===== src/hw/rtl/radio_rx_fifo_port_defines.svh =====
// assertion macros for the receive fifo port
`ifndef RADIO_RX_FIFO_PORT_DEFINES_SVH
`define RADIO_RX_FIFO_PORT_DEFINES_SVH

`ifndef SYNTHESIS
`define RRFP_ASSERT(lbl, clk, rst, prop, msg) \
   lbl: assert property (@(posedge clk) disable iff (rst) (prop)) else $error(msg);
`define RRFP_ASSERT_NEXT(lbl, clk, rst, pre, post, msg) \
   lbl: assert property (@(posedge clk) disable iff (rst) (pre) |=> (post)) else $error(msg);
`else
`define RRFP_ASSERT(lbl, clk, rst, prop, msg)
`define RRFP_ASSERT_NEXT(lbl, clk, rst, pre, post, msg)
`endif

`endif


===== src/hw/rtl/rrfp_pkg.sv =====
`timescale 1ns / 1ps
`default_nettype none

package rrfp_pkg;

   localparam int unsigned WORD_W   = 16;
   localparam int unsigned OP_W     = 3;
   localparam int unsigned LEVEL_W  = 14;
   localparam int unsigned RC_W     = 15;

   // request opcodes
   localparam logic [OP_W-1:0] OP_BUS_READ  = 3'd0;
   localparam logic [OP_W-1:0] OP_BUS_WRITE = 3'd1;
   localparam logic [OP_W-1:0] OP_RX_WORD   = 3'd2;
   localparam logic [OP_W-1:0] OP_DMA_POP   = 3'd3;
   localparam logic [OP_W-1:0] OP_FLUSH     = 3'd4;

   // bus ports
   localparam logic [1:0] PORT_TX_HOLD = 2'd0;
   localparam logic [1:0] PORT_RX_DATA = 2'd1;
   localparam logic [1:0] PORT_TX_CTL  = 2'd2;
   localparam logic [1:0] PORT_RX_CTL  = 2'd3;

   // receive control register
   localparam logic [RC_W-1:0]   RC_KEEP      = 15'h7F83;
   localparam logic [RC_W-1:0]   RC_RESET_VAL = 15'h3C82;
   localparam logic [WORD_W-1:0] TC_RESET_VAL = 16'h059E;
   localparam int unsigned RC_RRST_BIT = 1;
   localparam int unsigned RC_THR_LSB  = 7;
   localparam int unsigned RC_RINT_BIT = 11;
   localparam int unsigned RC_RDMA_BIT = 13;

   // status bits
   localparam int unsigned ST_READY_BIT = 2;
   localparam int unsigned ST_OVR_BIT   = 3;
   localparam int unsigned ST_THR_BIT   = 4;
   localparam int unsigned ST_EMPTY_BIT = 5;
   localparam int unsigned ST_FULL_BIT  = 6;

   typedef struct packed {
      logic clear;
      logic push;
      logic pop;
   } fifo_ctl_type;

endpackage

`default_nettype wire


===== src/hw/rtl/rrfp_rx_fifo.sv =====
`timescale 1ns / 1ps
`default_nettype none

module rrfp_rx_fifo import rrfp_pkg::*; #(
   parameter  int unsigned DEPTH = 4,
   localparam int unsigned CNT_W = $clog2(DEPTH + 1)
) (
   input  wire logic              clock,
   input  wire logic              reset,
   input  wire fifo_ctl_type      ctl,
   input  wire logic [WORD_W-1:0] push_word,
   output logic      [CNT_W-1:0]  count,
   output logic      [WORD_W-1:0] head_word
);

   logic [WORD_W-1:0] words_ff [DEPTH];
   logic [CNT_W-1:0]  count_ff;

   always_ff @(posedge clock) begin
      if (reset) begin
         count_ff <= '0;
      end else if (ctl.clear) begin
         count_ff <= '0;
      end else if (ctl.pop) begin
         count_ff <= count_ff - CNT_W'(1);
      end else if (ctl.push) begin
         count_ff <= count_ff + CNT_W'(1);
      end
   end

   // pop shifts towards the head, the top slot becomes stale
   always_ff @(posedge clock) begin
      for (int i = 0; i < DEPTH; i++) begin
         if (ctl.pop) begin
            words_ff[i] <= words_ff[(i + 1) % DEPTH];
         end else if (ctl.push && count_ff == CNT_W'(i)) begin
            words_ff[i] <= push_word;
         end
      end
   end

   assign count     = count_ff;
   assign head_word = words_ff[0];

endmodule

`default_nettype wire


===== config.mk =====
export PLATFORM = sky130hd
export DESIGN_NAME = rrfp_rx_fifo
export DESIGN_NICKNAME = d
export VERILOG_FILES = /design/src/hw/rtl/radio_rx_fifo_port_defines.svh /design/src/hw/rtl/rrfp_pkg.sv /design/src/hw/rtl/rrfp_rx_fifo.sv
export SDC_FILE = /design/constraint.sdc
export NUM_CORES = 1
export LEC_CHECK = 0
export ABC_AREA = 1
export BUFFER_PORTS_ARGS = -buffer_cell sky130_fd_sc_hd__buf_2
export CAP_MARGIN = 15
export CORE_UTILIZATION = 60
export DETAILED_ROUTE_END_ITERATION = 8
export HOLD_SLACK_MARGIN = 0.12
export PLACE_DENSITY = 0.87
export SLEW_MARGIN = 20
export SYNTH_ARGS = -nofsm -noshare
export SYNTH_HDL_FRONTEND = slang
export SYNTH_SLANG_ARGS = --single-unit

===== constraint.sdc =====
create_clock -name clock -period 4.33 [get_ports clock]
set_clock_uncertainty 0.15 [all_clocks]
set_input_delay 0.866 -clock clock [delete_from_list [all_inputs] [get_ports clock]]
set_output_delay 0.866 -clock clock [all_outputs]
set_load 0.02 [all_outputs]

## After elaboration in Yosys (flattened, before gate mapping)

Memory sizes are Yosys's and may differ from the RTL's.
Cells that the tools add are included.

- Add/subtract/negate cells: 2
- Equality and inequality tests: 3
- Mux-type cells: 20
- Bitwise gates (word level): 4
- Reductions and logical operators: 7

Operators with widths:

| kind | count |
|---|---|
| 16-bit two-way mux | 4 |
| 1-bit two-way mux | 14 |
| 3-bit by 2-bit == test with 1-bit output, second input constant | 2 |
| 3-bit two-way mux | 2 |
| 1-bit logical AND | 4 |
| 1-bit bitwise OR | 4 |
| 3-bit by 1-bit adder with 3-bit output, second input constant | 1 |
| 3-bit by 1-bit == test with 1-bit output, second input constant | 1 |
| 3-bit logical NOT | 1 |
| 3-bit by 1-bit subtractor with 3-bit output, second input constant | 1 |
| 2-bit nonzero test | 1 |
| 2-bit OR reduction | 1 |

- Register bits: 3
- RAM bits: 64
- Output and inout bits: 19
- Word-level logic and storage cells: 38
- Memories: 1

Memories:

| name | words | width | rd ports | clocked after memory_dff | wr ports | RTL line | text |
|---|---|---|---|---|---|---|---|
| words_ff | 4 | 16 | 4 | 0 | 4 | rrfp_rx_fifo.sv:16 | `logic [WORD_W-1:0] words_ff [DEPTH];` |

## Longest topological paths before layout

Gate-level depths: netlist of run 1.

- Word-level depth: 6
- Depth in mapped cells: 7
- Depth with buffers taken out: 7

## Least setup slack after synthesis of run 1

No wires, ideal clock.

- Path type: in2reg
- Start: input ctl[1] in the netlist's numbering
- End: memory words_ff[0][0] (enable)
- Setup time: 0.372 ns
- Arrival: 1.482 ns
- Required time: 3.808 ns
- Path slack: 2.326 ns
- Stages: 4
- Path buffers: 0
- Cells stage by stage: inv_2 > nor2_8 > nand2_1 > nand2_1

RTL lines:

| what | RTL line | text |
|---|---|---|
| start, declared | rrfp_rx_fifo.sv:10 | `input wire fifo_ctl_type ctl,` |
| end, declared | rrfp_rx_fifo.sv:16 |  |

==> key figures, run 1 <==
Outcome
  – Status: completed

Synth
  – Count of mapped cells out of synthesis: 281
  – Avg Cell Area, Syn: 11.0 um2
  – Main combinational cell family by area after synthesis: simple AND/OR/NAND/NOR gates
  – FF+latch count, synth: 67
  – Share of the synthesized area in the top cell type: 0.623
  – Biggest area consumer among synthesized cells: sky130_fd_sc_hd__edfxtp_1
  – Syn nets: 308
  – Post-synthesis share of cell area spent on and, or, nand and nor gates: 0.126
  – Mapped Area: 3090 um2
  – Parity-gate share of the synthesized area counting xor and xnor cells: 0.00284
  – Ys Warns: 0
  – Synthesized-area fraction occupied by ao, oa, aoi and oai cells: 0.112
  – Cells taking the most area after synthesis: sky130_fd_sc_hd__edfxtp_1, sky130_fd_sc_hd__nand2_1, sky130_fd_sc_hd__o21ai_1
  – Fraction of registers with async set/reset: 0
  – Yosys cell types: 19
  – Predominant post-synthesis flop cell: sky130_fd_sc_hd__edfxtp_1
  – Adder-Cell Fraction of Synth Area: 0.0243
  – Number of enable flip-flop cells after synthesis: 64
  – Fraction of synthesized area in multiplexers: 0
  – Sequential-to-total area share from yosys stat: 0.642

Setup path
  – Cell with the largest stage delay on the worst path: sky130_fd_sc_hd__nand3_2
  – CP max stage delay: 0.53 ns
  – Crit path arrival time: 2.13 ns
  – Kind of cell with the highest combined delay on the critical path: simple AND/OR/NAND/NOR gates
  – Nature of the critical path startpoint: input port
  – Flop-to-flop setup slack: 2.23 ns
  – Worst Reg2Reg Path Length in Cells: 5
  – Cell count along the critical path: 5
  – Total buffers and inverters traversed by the critical path: 2
  – Critical path cell sequence: buf_2 -> inv_2 -> nand3_2 -> nand2_1 -> o21ai_0
  – Reg2reg start: count[0]
  – Critical path startpoint: ctl[0]
  – Element type at the critical path end: flip-flop
  – Setup CP Type: input port to flip-flop
  – Reg-to-reg endpoint: words_ff[1][30]
  – Endpoint required time on the critical path: 4.23 ns
  – CP max FO: 32
  – End of the critical path: words_ff[1][30]

Die
  – Die outline width: 73.7 um
  – Std cell rows: 25
  – IO Pins: 40
  – CORE AREA: 4850 um2
  – Area of the die: 5440 um2
  – Initial standard-cell utilization of the core: 0.637
  – Vert. Die Dim: 73.7 um

Timing
  – Post-route clock period utilization: 0.515
  – Final-report setup violation count: 0
  – Achievable clock frequency: 0.449 GHz
  – Actual transition at the worst max-transition pin: 0.793 ns
  – Pins over their slew limit: 0
  – Final critical path time including I/O delays and setup: 2.23 ns
  – Worst max-slew margin expressed relative to the limit: 0.470
  – Setup TNS: 0 ns
  – Final-report hold violation count: 0
  – RSZ-0062 raised after global routing: false

Route
  – Vias: 1983
  – WL final: 5.48 mm
  – Routed WL per cell: 14.6 um
  – Drt initial violations: 242
  – Number of vias per cell: 5.30
  – Remaining DRCs: 0
  – Initial DRT Pass Iterations: 7
  – Number of nets with antenna violations after detailed routing: 0

Global routing
  – Pin count of the biggest net entering global routing: 33
  – GRT Resource Usage Total: 0.223
  – Remaining global-route overflow: 0
  – Number of global-route vias before repair: 1849
  – First-pass GRT wire length: 8.82 mm
  – Antenna violations before repair: 0

Finish
  – Commonest non-fill, non-tap cell in the layout: sky130_fd_sc_hd__nand2_1
  – Most frequent cells in the layout: sky130_fd_sc_hd__nand2_1, sky130_fd_sc_hd__edfxtp_1, sky130_fd_sc_hd__o21ai_1
  – Register area: 1980 um2
  – Multi-input gate area in the final layout: 818 um2
  – Area of all placed cells without fillers: 3340 um2
  – Antenna diodes: 0
  – Layout Area Growth over Synthesis: 8.31%
  – Final #Nets: 329
  – Number of inserted filler cells in the final layout: 341
  – Share of layout cells above drive strength 1: 0.186

Clocking
  – Setup bufs post-CTS: 0
  – TritonCTS Buffers: 9
  – Master cell of the clock root buffer: sky130_fd_sc_hd__clkbuf_8
  – Clock-pin slew reported for the worst setup and hold paths after clock tree synthesis: 0.07 ns
  – Post-cts gate resize count: 0
  – Clock latency reported for the late side of the worst-skew pair: 0.33 ns
  – TritonCTS clock tree: yes
  – Longest Clk Path Bufs: 2
  – CTS hold repair buffers: 0
  – H-tree depth: 3
  – Clock net sink count: 67

Power
  – Clock Power Share: 0.329
  – Maximum vdd ir drop: 0.237 mV
  – Design internal power: 1.12 mW
  – Sequential power share: 0.553
  – Areal power density over the cells: 444 nW/um2
  – Overall power consumption: 1.49 mW
  – Leakage power summed over all cells: 1.44 nW
  – Net switching power of the design: 0.367 mW
  – Part of the total power dissipated in combinational logic: 0.118
  – Net switching fraction of the power: 0.247

Min path
  – Path category of the worst min-delay check: flip-flop to flip-flop

Placement
  – Post-Place Cell Area: 3170 um2
  – RePlAce Congestion: 0.707
  – PortBufs: 39
  – Half-perimeter wire length after placement: 3.40 mm

Run
  – Number of max-cap violations: 0
## power groups by stage
stage,Sequential (mW),Combinational (mW),Clock (mW)
CTS,0.821,0.177,0.487
finish,0.821,0.176,0.489
floorplan,0.827,0.149,0
global placement,0.831,0.167,0
global route,0.828,0.200,0.510
detailed placement,0.834,0.176,0
## registers in the layout (all words and copies together) (netlist names)
name / count
count: 3
words_ff: 64
## cells by family after synthesis
logic type,count (synthesis)
and+or+nand+nor,86
adders and majority gates,6
AOI/OAI and AO/OA,69
xor gates and xnor gates,1
DFF,67
buffers and inverters,52
## metrics by stage
step	util	hold slack (ns)	std cells	worst slack [ns]
after global routing	0.690	0.402	374	1.95
after floorplan	-	0.356	281	2.33
final	0.690	0.374	374	2.10
after detailed placement	0.653	0.364	358	1.79
after global placement	0.653	0.359	358	1.78
after CTS	0.690	0.380	374	2.08
## final cells by class
| cell class | count | share of cell area |
|---|---|---|
| clock inverters | 3 | 0.0116 |
| repair buffers | 39 | 0.0584 |
| multi-input cells | 162 | 0.245 |
| inverters | 23 | 0.0258 |
| flip-flops and latches | 67 | 0.593 |
| clock buffers | 13 | 0.0415 |
| well taps | 67 | 0.0251 |
## Yosys cell counts (2+ instances only)
| cell type | n |
|---|---|
| sky130_fd_sc_hd__buf_4 | 20 |
| sky130_fd_sc_hd__a21oi_1 | 3 |
| sky130_fd_sc_hd__nand3_1 | 2 |
| sky130_fd_sc_hd__buf_2 | 7 |
| sky130_fd_sc_hd__inv_1 | 21 |
| sky130_fd_sc_hd__edfxtp_1 | 64 |
| sky130_fd_sc_hd__ha_1 | 6 |
| sky130_fd_sc_hd__inv_2 | 2 |
| sky130_fd_sc_hd__nand3_4 | 3 |
| sky130_fd_sc_hd__dfxtp_1 | 3 |
| sky130_fd_sc_hd__o21ai_0 | 18 |
| sky130_fd_sc_hd__nand2_1 | 78 |
| sky130_fd_sc_hd__o21ai_1 | 48 |
## layer usage
metal / part of all wire / up-vias / track usage
met5: 0 / - / 0
met4: 0.016 / 0 / 0.103
met3: 0.063 / 12 / 0.0480
met2: 0.46 / 70 / 0.346
met1: 0.46 / 919 / 0.304
li1: - / 982 / -
## worst min path at each step
stage | end | cells after the start | from | slack (ns)
floorplan | words_ff[0][0] | 2 | words_ff[0][16] | 0.36
global placement | words_ff[0][18] | 2 | words_ff[1][2] | 0.36
detailed placement | count[0] | 1 | count[0] | 0.36
CTS | count[0] | 1 | count[0] | 0.38
global route | words_ff[1][11] | 2 | words_ff[1][27] | 0.40
finish | count[0] | 1 | count[0] | 0.37
No activity file was read; power rests on OpenSTA's default activity.
==> run 2, diff against run 1 <==
Settings changed: ABC_AREA 1 to 0, CORE_UTILIZATION 60 to 52, PLACE_DENSITY 0.87 to 0.8.
Clock period 4.33 ns to 2 ns, I/O delays scaled along.
==> key figures, run 2 <==
Placement
  – Placement Setup Slack: 0.0709 ns
  – Half-perimeter wire length after placement: 3.67 mm
  – PortBufs: 39
  – RePlAce Congestion: 0.745
  – Number of cells in the design after placement: 285
  – Post-Place Cell Area: 3440 um2

Global routing
  – Pin count of the biggest net entering global routing: 17
  – GRT Resource Usage Total: 0.188
  – Remaining global-route overflow: 0
  – Antenna violations before repair: 0
  – Number of global-route vias before repair: 1644
  – First-pass GRT wire length: 8.46 mm

Setup path
  – Reg-to-reg endpoint: count[2]
  – Crit path arrival time: 1.98 ns
  – Endpoint required time on the critical path: 2.07 ns
  – CP max FO: 4
  – Flop-to-flop setup slack: 0.1 ns
  – Reg2reg start: count[0]
  – Worst Reg2Reg Path Length in Cells: 6
  – Element type at the critical path end: flip-flop
  – Nature of the critical path startpoint: flip-flop
  – Setup CP Type: flip-flop to flip-flop

Synth
  – Number of enable flip-flop cells after synthesis: 64
  – Dominant cell by count in the synthesized netlist: sky130_fd_sc_hd__edfxtp_1
  – Leading post-synthesis cells by instance count: sky130_fd_sc_hd__edfxtp_1, sky130_fd_sc_hd__mux2_4, sky130_fd_sc_hd__buf_4, sky130_fd_sc_hd__mux2_2, sky130_fd_sc_hd__mux2_1
  – Syn nets: 212
  – Sequential-to-total area share from yosys stat: 0.608
  – Cells taking the most area after synthesis: sky130_fd_sc_hd__edfxtp_1, sky130_fd_sc_hd__mux2_4, sky130_fd_sc_hd__mux2_2
  – Avg Cell Area, Syn: 17.6 um2
  – Count of mapped cells out of synthesis: 185
  – FF+latch count, synth: 67
  – Fraction of registers with async set/reset: 0
  – Predominant post-synthesis flop cell: sky130_fd_sc_hd__edfxtp_1
  – Ys Warns: 0
  – Biggest area consumer among synthesized cells: sky130_fd_sc_hd__edfxtp_1
  – Mapped Area: 3260 um2
  – Share of the synthesized area in the top cell type: 0.590
  – Yosys cell types: 26

Clocking
  – Clock-pin slew reported for the worst setup and hold paths after clock tree synthesis: 0.07 ns
  – H-tree depth: 3
  – TritonCTS clock tree: yes
  – TritonCTS Buffers: 9
  – Setup bufs post-CTS: 0
  – Clock latency reported for the late side of the worst-skew pair: 0.34 ns
  – Master cell of the clock root buffer: sky130_fd_sc_hd__clkbuf_8
  – Clock net sink count: 67
  – Longest Clk Path Bufs: 2

Route
  – Number of nets with antenna violations after detailed routing: 0
  – Vias: 1580
  – Initial DRT Pass Iterations: 4
  – Number of vias per cell: 5.20
  – WL final: 5.52 mm
  – Drt initial violations: 86
  – Remaining DRCs: 0
  – Routed WL per cell: 18.2 um

Power
  – Leakage power summed over all cells: 1.44 nW
  – Maximum vdd ir drop: 0.387 mV
  – Areal power density over the cells: 856 nW/um2
  – Overall power consumption: 3.12 mW

Finish
  – Area of all placed cells without fillers: 3640 um2
  – Antenna diodes: 0
  – Final std cells w/o fill: 304
  – Multi-input gate area in the final layout: 1080 um2
  – Number of inserted filler cells in the final layout: 438
  – Share of layout cells above drive strength 1: 0.524
  – Register name with the most flops: words_ff
  – Register area: 1990 um2
  – Layout Area Growth over Synthesis: 11.9%
  – Commonest non-fill, non-tap cell in the layout: sky130_fd_sc_hd__edfxtp_1
  – Final core utilization: 0.608
  – Most frequent cells in the layout: sky130_fd_sc_hd__edfxtp_1, sky130_fd_sc_hd__buf_2, sky130_fd_sc_hd__mux2_4
  – Final #Nets: 251
  – Number of flip-flops under the largest register name: 64

Timing
  – Setup WS post-layout: 0.0967 ns
  – Final-report hold violation count: 0
  – Worst max-slew margin expressed relative to the limit: 0.693
  – Final critical path time including I/O delays and setup: 1.90 ns
  – Achievable clock frequency: 0.525 GHz
  – Actual transition at the worst max-transition pin: 0.461 ns
  – Worst hold slack across all endpoints: 0.240 ns
  – Pins over their slew limit: 0
  – Final-report setup violation count: 0
  – Post-route clock period utilization: 0.952
  – Setup TNS: 0 ns

Min path
  – Hold Path Stages: 2
  – Path category of the worst min-delay check: input port to flip-flop
  – Hold path start: push_word[13]
  – Endpoint of the worst hold path: words_ff[1][29]

Run
  – Number of max-cap violations: 0

Die
  – CORE AREA: 5990 um2
  – Vert. Die Dim: 81.2 um
  – Std cell rows: 28
  – Die outline width: 81.2 um
  – Area of the die: 6590 um2
  – Initial standard-cell utilization of the core: 0.544
  – IO Pins: 40

Outcome
  – Status: completed
-- run 2: cell types whose count changed after synthesis, moves of 3 or more --
cell	change
sky130_fd_sc_hd__mux2_2	+18
sky130_fd_sc_hd__o21ai_0	-17
sky130_fd_sc_hd__mux2_4	+30
sky130_fd_sc_hd__a21o_1	+3
sky130_fd_sc_hd__buf_2	-5
sky130_fd_sc_hd__nand3_4	-3
sky130_fd_sc_hd__mux2_1	+16
sky130_fd_sc_hd__nand2_1	-78
sky130_fd_sc_hd__a21oi_1	-3
sky130_fd_sc_hd__inv_1	-17
sky130_fd_sc_hd__o21ai_1	-48
-- run 2: report_power, final --
part           switching, mW  internal (mW)
Combinational          0.199          0.208
Sequential            0.0525           1.70
Clock                  0.513          0.444
Total                  0.765           2.36
-- run 2: cell type report --
cell class | instances | share of cell area
repair buffers | 52 | 0.0858
multi-input cells | 90 | 0.295
clock inverters | 5 | 0.00824
well taps | 75 | 0.0257
clock buffers | 11 | 0.0360
inverters | 4 | 0.00412
flip-flops and latches | 67 | 0.545
-- run 2: layer usage --
metal | global-route usage | vias to the layer above | share of wire
li1 | - | 764 | -
met1 | 0.242 | 778 | 0.48
met2 | 0.293 | 32 | 0.48
met3 | 0.0416 | 6 | 0.030
met4 | 0.107 | 0 | 0.014
met5 | 0 | - | 0
-- run 2: worst max-delay path by stage --
stage,from,endpoint,slack (ns)
global placement,ctl[0],words_ff[0][3],0.1
global route,count[0],count[2],-0.008
CTS,count[1],count[2],0.07
finish,count[0],count[2],0.1
detailed placement,ctl[0],words_ff[0][1],0.07
floorplan,count[0],words_ff[1][10],0.03
-- run 2: cells by family after synthesis --
group | Yosys count | share of synthesized area
compound gates | 8 | 0.0188
xor+xnor | 1 | 0.00269
fa+ha+maj | 6 | 0.0230
buf+inv | 28 | 0.0653
flops | 67 | 0.608
mux | 64 | 0.256
simple gates | 11 | 0.0261
-- run 2: what timing repair did --
action                                  4_1_cts  5_1_grt
endpoints found under the setup margin        0        1
gates resized for setup                       0        5
hold buffers                                  3        0
hold endpoints to repair                      3        0
-- run 2: critical path, cell delays in order, from the launching register on --
cell,delay (ns)
sky130_fd_sc_hd__dfxtp_2,0.34
sky130_fd_sc_hd__ha_1,0.20
sky130_fd_sc_hd__ha_1,0.27
sky130_fd_sc_hd__inv_1,0.04
sky130_fd_sc_hd__a32oi_2,0.15
sky130_fd_sc_hd__a211oi_2,0.09
sky130_fd_sc_hd__dlygate4sd3_1,0.55
==> run 3, diff against run 2 <==
Settings changed: CORE_UTILIZATION 52 to 58, PLACE_DENSITY 0.8 to 0.85.
Clock period 2 ns to 1.9 ns, I/O delays scaled along.
==> key figures, run 3 (synthesis gave the netlist of run 2 again) <==
Timing
  – Setup TNS: 0 ns
  – Setup WS post-layout: 0.0639 ns
  – Worst max-slew margin expressed relative to the limit: 0.695
  – RSZ-0062 raised after global routing: false
  – Final-report setup violation count: 0
  – Final-report hold violation count: 0
  – Final critical path time including I/O delays and setup: 1.84 ns
  – Pins over their slew limit: 0
  – Actual transition at the worst max-transition pin: 0.457 ns
  – Post-route clock period utilization: 0.966
  – Achievable clock frequency: 0.545 GHz

Die
  – CORE AREA: 5270 um2
  – Initial standard-cell utilization of the core: 0.618
  – Vert. Die Dim: 77.0 um
  – Die outline width: 77.0 um
  – IO Pins: 40
  – Std cell rows: 26
  – Area of the die: 5920 um2

Global routing
  – Remaining global-route overflow: 0
  – GRT Resource Usage Total: 0.205
  – Antenna violations before repair: 0
  – Pin count of the biggest net entering global routing: 17
  – First-pass GRT wire length: 8.87 mm
  – Number of global-route vias before repair: 1680

Route
  – Number of nets with antenna violations after detailed routing: 0
  – WL final: 5.56 mm
  – Initial DRT Pass Iterations: 4
  – Vias: 1639
  – Routed WL per cell: 18.5 um
  – Remaining DRCs: 0
  – Drt initial violations: 62
  – Number of vias per cell: 5.45

Setup path
  – Endpoint required time on the critical path: 1.83 ns
  – Kind of cell with the highest combined delay on the critical path: simple AND/OR/NAND/NOR gates
  – Setup CP Type: flip-flop to flip-flop
  – Crit path arrival time: 1.77 ns
  – Critical path cell sequence: inv_1 -> ha_1 -> and3_4 -> mux2_1
  – Element type at the critical path end: flip-flop
  – Total buffers and inverters traversed by the critical path: 1
  – CP max FO: 16
  – Nature of the critical path startpoint: flip-flop
  – CP max stage delay: 0.39 ns
  – Cell with the largest stage delay on the worst path: sky130_fd_sc_hd__and3_4

Finish
  – Final #Nets: 253
  – Register name with the most flops: words_ff
  – Number of inserted filler cells in the final layout: 364
  – Area of all placed cells without fillers: 3720 um2
  – Final core utilization: 0.707
  – Most frequent cells in the layout: sky130_fd_sc_hd__edfxtp_1, sky130_fd_sc_hd__buf_2, sky130_fd_sc_hd__mux2_4
  – Antenna diodes: 0
  – Register area: 1990 um2
  – Number of flip-flops under the largest register name: 64
  – Multi-input gate area in the final layout: 1060 um2
  – Layout Area Growth over Synthesis: 14.3%
  – Commonest non-fill, non-tap cell in the layout: sky130_fd_sc_hd__edfxtp_1
  – Share of layout cells above drive strength 1: 0.532

Outcome
  – Status: completed

Placement
  – PortBufs: 39
  – Post-Place Cell Area: 3470 um2
  – Half-perimeter wire length after placement: 3.72 mm
  – Placement Setup Slack: -0.0430 ns
  – RePlAce Congestion: 0.735

Clocking
  – Clock net sink count: 67
  – Clock-pin slew reported for the worst setup and hold paths after clock tree synthesis: 0.07 ns
  – TritonCTS clock tree: yes
  – Master cell of the clock root buffer: sky130_fd_sc_hd__clkbuf_8
  – Longest Clk Path Bufs: 2
  – Clock latency reported for the late side of the worst-skew pair: 0.34 ns
  – TritonCTS Buffers: 9
  – H-tree depth: 3
  – Setup bufs post-CTS: 0

Power
  – Maximum vdd ir drop: 0.626 mV
  – Areal power density over the cells: 963 nW/um2
  – Overall power consumption: 3.59 mW
  – Leakage power summed over all cells: 1.48 nW

Run
  – Number of max-cap violations: 0

Min path
  – Path category of the worst min-delay check: input port to flip-flop
==> run 3: changes by cell type in the layout (fill, tap and decap cells not counted) <==
cell / delta
sky130_fd_sc_hd__clkinv_4: +1
sky130_fd_sc_hd__a32oi_2: -1
sky130_fd_sc_hd__buf_12: +2
sky130_fd_sc_hd__a211oi_1: +1
sky130_fd_sc_hd__clkbuf_1: -1
sky130_fd_sc_hd__bufinv_16: +2
sky130_fd_sc_hd__clkinv_1: -1
sky130_fd_sc_hd__clkinv_2: -1
sky130_fd_sc_hd__a21o_1: -1
sky130_fd_sc_hd__a211oi_2: -1
sky130_fd_sc_hd__a21o_2: +1
sky130_fd_sc_hd__a32oi_1: +1
==> run 3: area by class of cell <==
cell class / instances / share of cell area
flip-flops and latches: 67 / 0.533
well taps: 70 / 0.0235
multi-input cells: 90 / 0.286
clock inverters: 6 / 0.0242
inverters: 4 / 0.00403
repair buffers: 54 / 0.0948
clock buffers: 10 / 0.0343
==> run 3: metal layers <==
metal	GRT usage	vias to the layer above	routed length (um)
met4	0.0615	0	48
met1	0.288	825	2720
met5	0	-	0
li1	-	766	-
met3	0.0560	6	181
met2	0.312	42	2610
==> run 3: where the power goes <==
part / switching [mW] / total [mW] / internal (mW)
Clock: 0.562 / 1.30 / 0.742
Sequential: 0.0551 / 1.85 / 1.79
Combinational: 0.212 / 0.435 / 0.223
==> run 3: through the flow <==
step / hold slack, ns / instances
after floorplan: 0.295 / 185
after global placement: 0.356 / 282
after detailed placement: 0.374 / 282
after CTS: 0.211 / 301
after global routing: 0.222 / 301
final: 0.224 / 301
==> run 3: final timing paths <==
kind / start / end / slack (ns) / depth (start not counted)
worst min-delay path: push_word[9] / words_ff[1][25] / 0.22 / 2
worst max register to register: count[0] / words_ff[0][2] / 0.06 / 4
worst min register to register: count[2] / count[2] / 0.38 / 2
worst max-delay path: count[0] / words_ff[0][2] / 0.06 / 4
==> run 3: what timing repair did <==
item	in CTS	in global routing
hold buffers	3	0
endpoints found under the hold margin	3	0
endpoints found under the setup margin	16	0
resized for setup	1	0
